File: src/hw/rtl/sgm_pkg.sv
// Shared types, constants and tables for the Sobel gradient block.
`default_nettype none
package sgm_pkg;

  localparam int MAX_WIDTH   = 2048;
  localparam int COL_W       = $clog2(MAX_WIDTH);
  localparam int ROW_W       = 16;
  localparam int WIDTH_W     = 12;
  localparam int PIX_W       = 8;
  localparam int MAG_W       = 11;
  localparam int ANG_W       = 16;
  localparam int CORDIC_STEPS = 28;
  localparam int ITER_W      = 5;
  localparam int SQRT_STEPS  = 11;
  localparam int CFG_IDX_W   = 2;
  localparam int CFG_DATA_W  = 16;

  localparam logic [CFG_IDX_W-1:0] REG_IMAGE_WIDTH  = 2'd0;
  localparam logic [CFG_IDX_W-1:0] REG_IMAGE_HEIGHT = 2'd1;

  localparam logic [WIDTH_W-1:0] RESET_WIDTH  = 12'd640;
  localparam logic [ROW_W-1:0]   RESET_HEIGHT = 16'd480;

  // radians Q28 to binary angle: multiply by K, round at bit 48
  localparam logic [63:0] ANG_SCALE = 64'd10937044409;
  localparam logic [16:0] ANG_SCALE_HI = 17'(ANG_SCALE >> 17);
  localparam logic [16:0] ANG_SCALE_LO = 17'(ANG_SCALE & 64'h1FFFF);

  typedef enum logic [2:0] {
    ST_IDLE,
    ST_LOAD,
    ST_PREP,
    ST_ITER,
    ST_MUL_LO,
    ST_MUL_HI,
    ST_FINISH
  } state_t;

  typedef struct packed {
    logic accept;
    logic load;
    logic prep;
    logic iter;
    logic mul_lo;
    logic mul_hi;
    logic finish;
  } cmd_t;

  typedef struct packed {
    logic has_result;
    logic iter_last;
    logic out_full;
  } status_t;

  // atan(2^-i) in radians, Q28
  function automatic logic [28:0] atan_step(input logic [ITER_W-1:0] i);
    logic [28:0] t;
    case (i)
      5'd0:    t = 29'd210828715;
      5'd1:    t = 29'd124459457;
      5'd2:    t = 29'd65760959;
      5'd3:    t = 29'd33381290;
      5'd4:    t = 29'd16755422;
      5'd5:    t = 29'd8385879;
      5'd6:    t = 29'd4193963;
      5'd7:    t = 29'd2097109;
      5'd8:    t = 29'd1048571;
      5'd9:    t = 29'd524287;
      5'd10:   t = 29'd262144;
      5'd11:   t = 29'd131072;
      default: t = 29'd1 << (5'd28 - i);
    endcase
    return t;
  endfunction

endpackage
`default_nettype wire

File: src/hw/rtl/sgm_ctrl.sv
// Sequencer for one pixel: load, prepare, iterate, scale, publish.
`default_nettype none
module sgm_ctrl (
  input  wire              clk,
  input  wire              rst,
  input  wire              in_valid,
  output logic             in_stall,
  input  sgm_pkg::status_t status,
  output sgm_pkg::cmd_t    cmd
);
  import sgm_pkg::*;

  state_t state;
  state_t state_next;

  always_ff @(posedge clk) begin
    if (rst) begin
      state <= ST_IDLE;
    end else begin
      state <= state_next;
    end
  end

  always_comb begin
    state_next = state;
    case (state)
      ST_IDLE:   if (in_valid) state_next = ST_LOAD;
      ST_LOAD:   state_next = status.has_result ? ST_PREP : ST_IDLE;
      ST_PREP:   state_next = ST_ITER;
      ST_ITER:   if (status.iter_last) state_next = ST_MUL_LO;
      ST_MUL_LO: state_next = ST_MUL_HI;
      ST_MUL_HI: state_next = ST_FINISH;
      ST_FINISH: if (!status.out_full) state_next = ST_IDLE;
      default:   state_next = ST_IDLE;
    endcase
  end

  always_comb begin
    cmd      = '0;
    in_stall = 1'b1;
    case (state)
      ST_IDLE: begin
        in_stall   = 1'b0;
        cmd.accept = in_valid;
      end
      ST_LOAD:   cmd.load   = 1'b1;
      ST_PREP:   cmd.prep   = 1'b1;
      ST_ITER:   cmd.iter   = 1'b1;
      ST_MUL_LO: cmd.mul_lo = 1'b1;
      ST_MUL_HI: cmd.mul_hi = 1'b1;
      ST_FINISH: cmd.finish = !status.out_full;
      default:   in_stall   = 1'b1;
    endcase
  end

  a_no_result_returns: assert property (@(posedge clk) disable iff (rst)
    (state == ST_LOAD && !status.has_result) |=> state == ST_IDLE)
    else $error("border pixel did not return to idle");

  a_iter_to_scale: assert property (@(posedge clk) disable iff (rst)
    (state == ST_ITER && status.iter_last) |=> state == ST_MUL_LO)
    else $error("iteration did not end in scaling");

  a_finish_publishes: assert property (@(posedge clk) disable iff (rst)
    cmd.finish |=> (state == ST_IDLE && !in_stall))
    else $error("publish did not free the block");

endmodule
`default_nettype wire

File: config.mk
export PLATFORM = sky130hd
export DESIGN_NAME = sgm_ctrl
export DESIGN_NICKNAME = d
export VERILOG_FILES = /design/src/hw/rtl/sgm_pkg.sv /design/src/hw/rtl/sgm_ctrl.sv
export SDC_FILE = /design/constraint.sdc
export NUM_CORES = 1
export LEC_CHECK = 0
export BUFFER_PORTS_ARGS = -buffer_cell sky130_fd_sc_hd__buf_2
export CORE_AREA = 4 4 41 43
export CTS_CLUSTER_DIAMETER = 100
export DETAILED_ROUTE_END_ITERATION = 8
export DIE_AREA = 0 0 45 47
export PLACE_DENSITY = 0.49
export SYNTH_ARGS = -nofsm -noshare
export SYNTH_HDL_FRONTEND = slang
export SYNTH_SLANG_ARGS = --single-unit
File: constraint.sdc
create_clock -name clk -period 3.1 [get_ports clk]
set_input_delay 0.155 -clock clk [delete_from_list [all_inputs] [get_ports clk]]
set_output_delay 0.155 -clock clk [all_outputs]
set_load 0.02 [all_outputs]
==> results.cfg <==
[layout]
diodes = 0
stdcell_count = 61
reg_top3 = state x3
regArea_um2 = 60.1
top_register = state
num-nets-final = 53
final_layout_size_suffix_gt1_frac = 0.457
fin_area_um2 = 334
fillCellCount = 160
largest_register_ff_count = 3
multi_input_area_um2 = 153
area_growth_pct = 29.6
fin_util = 0.257

[pwr]
power_uw = 165
combPwrFrac = 0.275
swShare = 0.337
pwr_density_cell_nw_per_um2 = 495
clkPwrFrac = 0.413
power.switching_uw = 55.7
sequentialPowerShare = 0.312
leakage_nw = 0.164
ir_drop_uv = 269
p_int_uw = 110

[setup_path]
critical-path-top-delay-family = simple AND/OR/NAND/NOR gates
slowest_delay_ns = 0.43
cp_num_buf_inv = 1
rr_worst_depth = 3
regToRegStartpoint = state[2]$_SDFFE_PP0P_
crit_path_end_kind = output port
crit_slowest_cell = or3_1
crit_path_start_kind = register
r2r_slack_ns = 1.94
rr_endpoint = state[1]$_SDFFE_PP0P_
worstPathMaxFanout = 11
path_cells = or3_1 -> nor2_1 -> buf_2
crit_arrival_ns = 1.31
cp-startpoint = state[2]$_SDFFE_PP0P_
path_class = reg -> out
timing.critical_path.required_ns = 2.94

[timing]
fin_tns_setup_ns = 0
fin_crit_ns = 1.46
maxSlewViolCount = 0
finalWorstSetupSlack_ns = 1.64
relSlewSlack = 0.767
worst_pin_slew_ns = 0.350
post-route-period-util = 0.472
fin_hold_ws_ns = 0.113
fin_skew_ns = 0.00229
max_freq_ghz = 0.683
rsz0062_at_grt = no
setup_violations = 0
hold_viol_final = 0

[die]
die_h_um = 47
start_util = 0.198
coreArea_um2 = 1300
num_rows = 13
num_io_pins = 14
die_area_um2 = 2120
die_x_um = 45

[drt]
wl_met3_um = 51
vias_per_cell = 4.26
wl_met2_um = 268
dr.pass1.iters = 4
wl_per_cell_um = 9.57
top_layer_used = met3
m1WireLength_um = 265
vias = 260
drc_errors = 0
drt-initial-drc-count = 4
ant_nets = 0
wl_um = 584

[clock_tree]
clock-sinks = 3
htreeDepth = 1
clkTransAtPathRegs_ns = 0.04
cts_tree = built
cts-root-buf = clkbuf_4
cts_made_buffers = 3
clock_latency_ns = 0.23
ctsResizeCount = 0
postCtsSetupRepairBufs = 0
clockBufferDepth = 2
cts_hold_buf = 0

[worst_hold_path]
hold_path_end = state[1]$_SDFFE_PP0P_
hp-start = rst
hold_depth = 2
min_path_type = in -> reg

[global_route]
grt_first_pass_wirelength_um = 1020
grt_max_degree = 13
grt_overflow = 0
antenna_found_initial = 0
grt_pass1_vias = 230
grt.total_usage = 0.0726

[placed_design]
dp_hpwl_um = 447
dpl-instance-area_um2 = 308
gp_congestion = 0.682
io_buffers = 13
dp.cells = 57
pre_cts_slack_ns = 1.86

[run]
drv_cap = 0

[yosys]
ys_ff_latch = 3
yosys_warnings = 0
synth_nets = 38
syn_avg_cell_area_um2 = 8.05
synth.distinct_cells = 23
ys_seq_area_frac = 0.233
syn_area_um2 = 258
synthCells = 32

[outcome]
outcome = completed
==> per-layer routing <==
layer | vias up | track usage
met3 | 0 | 0.0613
met2 | 6 | 0.102
met1 | 113 | 0.0771
met5 | - | 0
met4 | 0 | 0.0351
li1 | 141 | -
==> placed cells by master, fill, tap and decap left out, drive strengths merged <==
cell and n:
buf 13, a21oi 1, or3 2, nor3 1, and3 2, nor4b 1, nand3 2, nor3b 2
dfxtp 3, nor2 3, inv 3, and2 1, a211oi 2, nor2b 1, clkbuf 4, o31ai 1
a31oi 1, o21ai 2, a22oi 1
==> power by group through the flow <==
stage	Clock (mW)	Sequential [mW]	Combinational, mW
2_1_floorplan	0	0.0449	0.0443
3_3_place_gp	0	0.0522	0.0459
3_5_place_dp	0	0.0522	0.0457
4_1_cts	0.0707	0.0514	0.0460
5_1_grt	0.0777	0.0531	0.0513
6_report	0.0683	0.0515	0.0455
==> kinds of logic after synthesis <==
kind of cell,after synthesis,synth area share
and+or+nand+nor,15,0.374
buffers and inverters,6,0.175
AOI/OAI and AO/OA,8,0.218
DFF,3,0.233
==> worst register-to-register path, stage by stage, from the launching register on <==
cell,delay [ns]
dfxtp_1,0.49
nor2b_2,0.25
nand3_1,0.11
a211oi_2,0.23
==> Yosys cell counts <==
master    count  share of area
nor3b_2       1          0.049
nor3_1        1          0.019
nor3b_1       1          0.029
buf_6         3           0.13
a211oi_2      1          0.049
nor2b_2       1          0.034
inv_2         1          0.015
inv_1         2          0.029
a31oi_1       1          0.024
and2_1        1          0.024
dfxtp_1       3           0.23
or3_1         2          0.049
a22oi_1       1          0.029
nand3_1       2          0.039
a211oi_1      1          0.029
and3_1        1          0.024
a21oi_1       1          0.019
nor4b_1       1          0.034
o21ai_0       1          0.019
nor2_1        3          0.044
and3_2        1          0.029
o31ai_1       1          0.029
o21ai_1       1          0.019
==> worst max path at each step <==
stage | to | slack [ns] | cells past startpoint
2_1_floorplan | cmd[6] | 1.82 | 2
3_3_place_gp | cmd[0] | 1.88 | 3
3_5_place_dp | cmd[6] | 1.86 | 3
4_1_cts | cmd[6] | 1.62 | 3
5_1_grt | cmd[6] | 1.50 | 3
6_report | cmd[6] | 1.64 | 3
==> area by class of cell <==
type / instances / area share
Tap cell: 15 / 0.0562
Clock buffer: 4 / 0.0787
Timing Repair Buffer: 13 / 0.195
Inverter: 3 / 0.0337
Sequential cell: 3 / 0.180
Multi-Input combinational cell: 23 / 0.457
(Power assumes the default switching activity.)
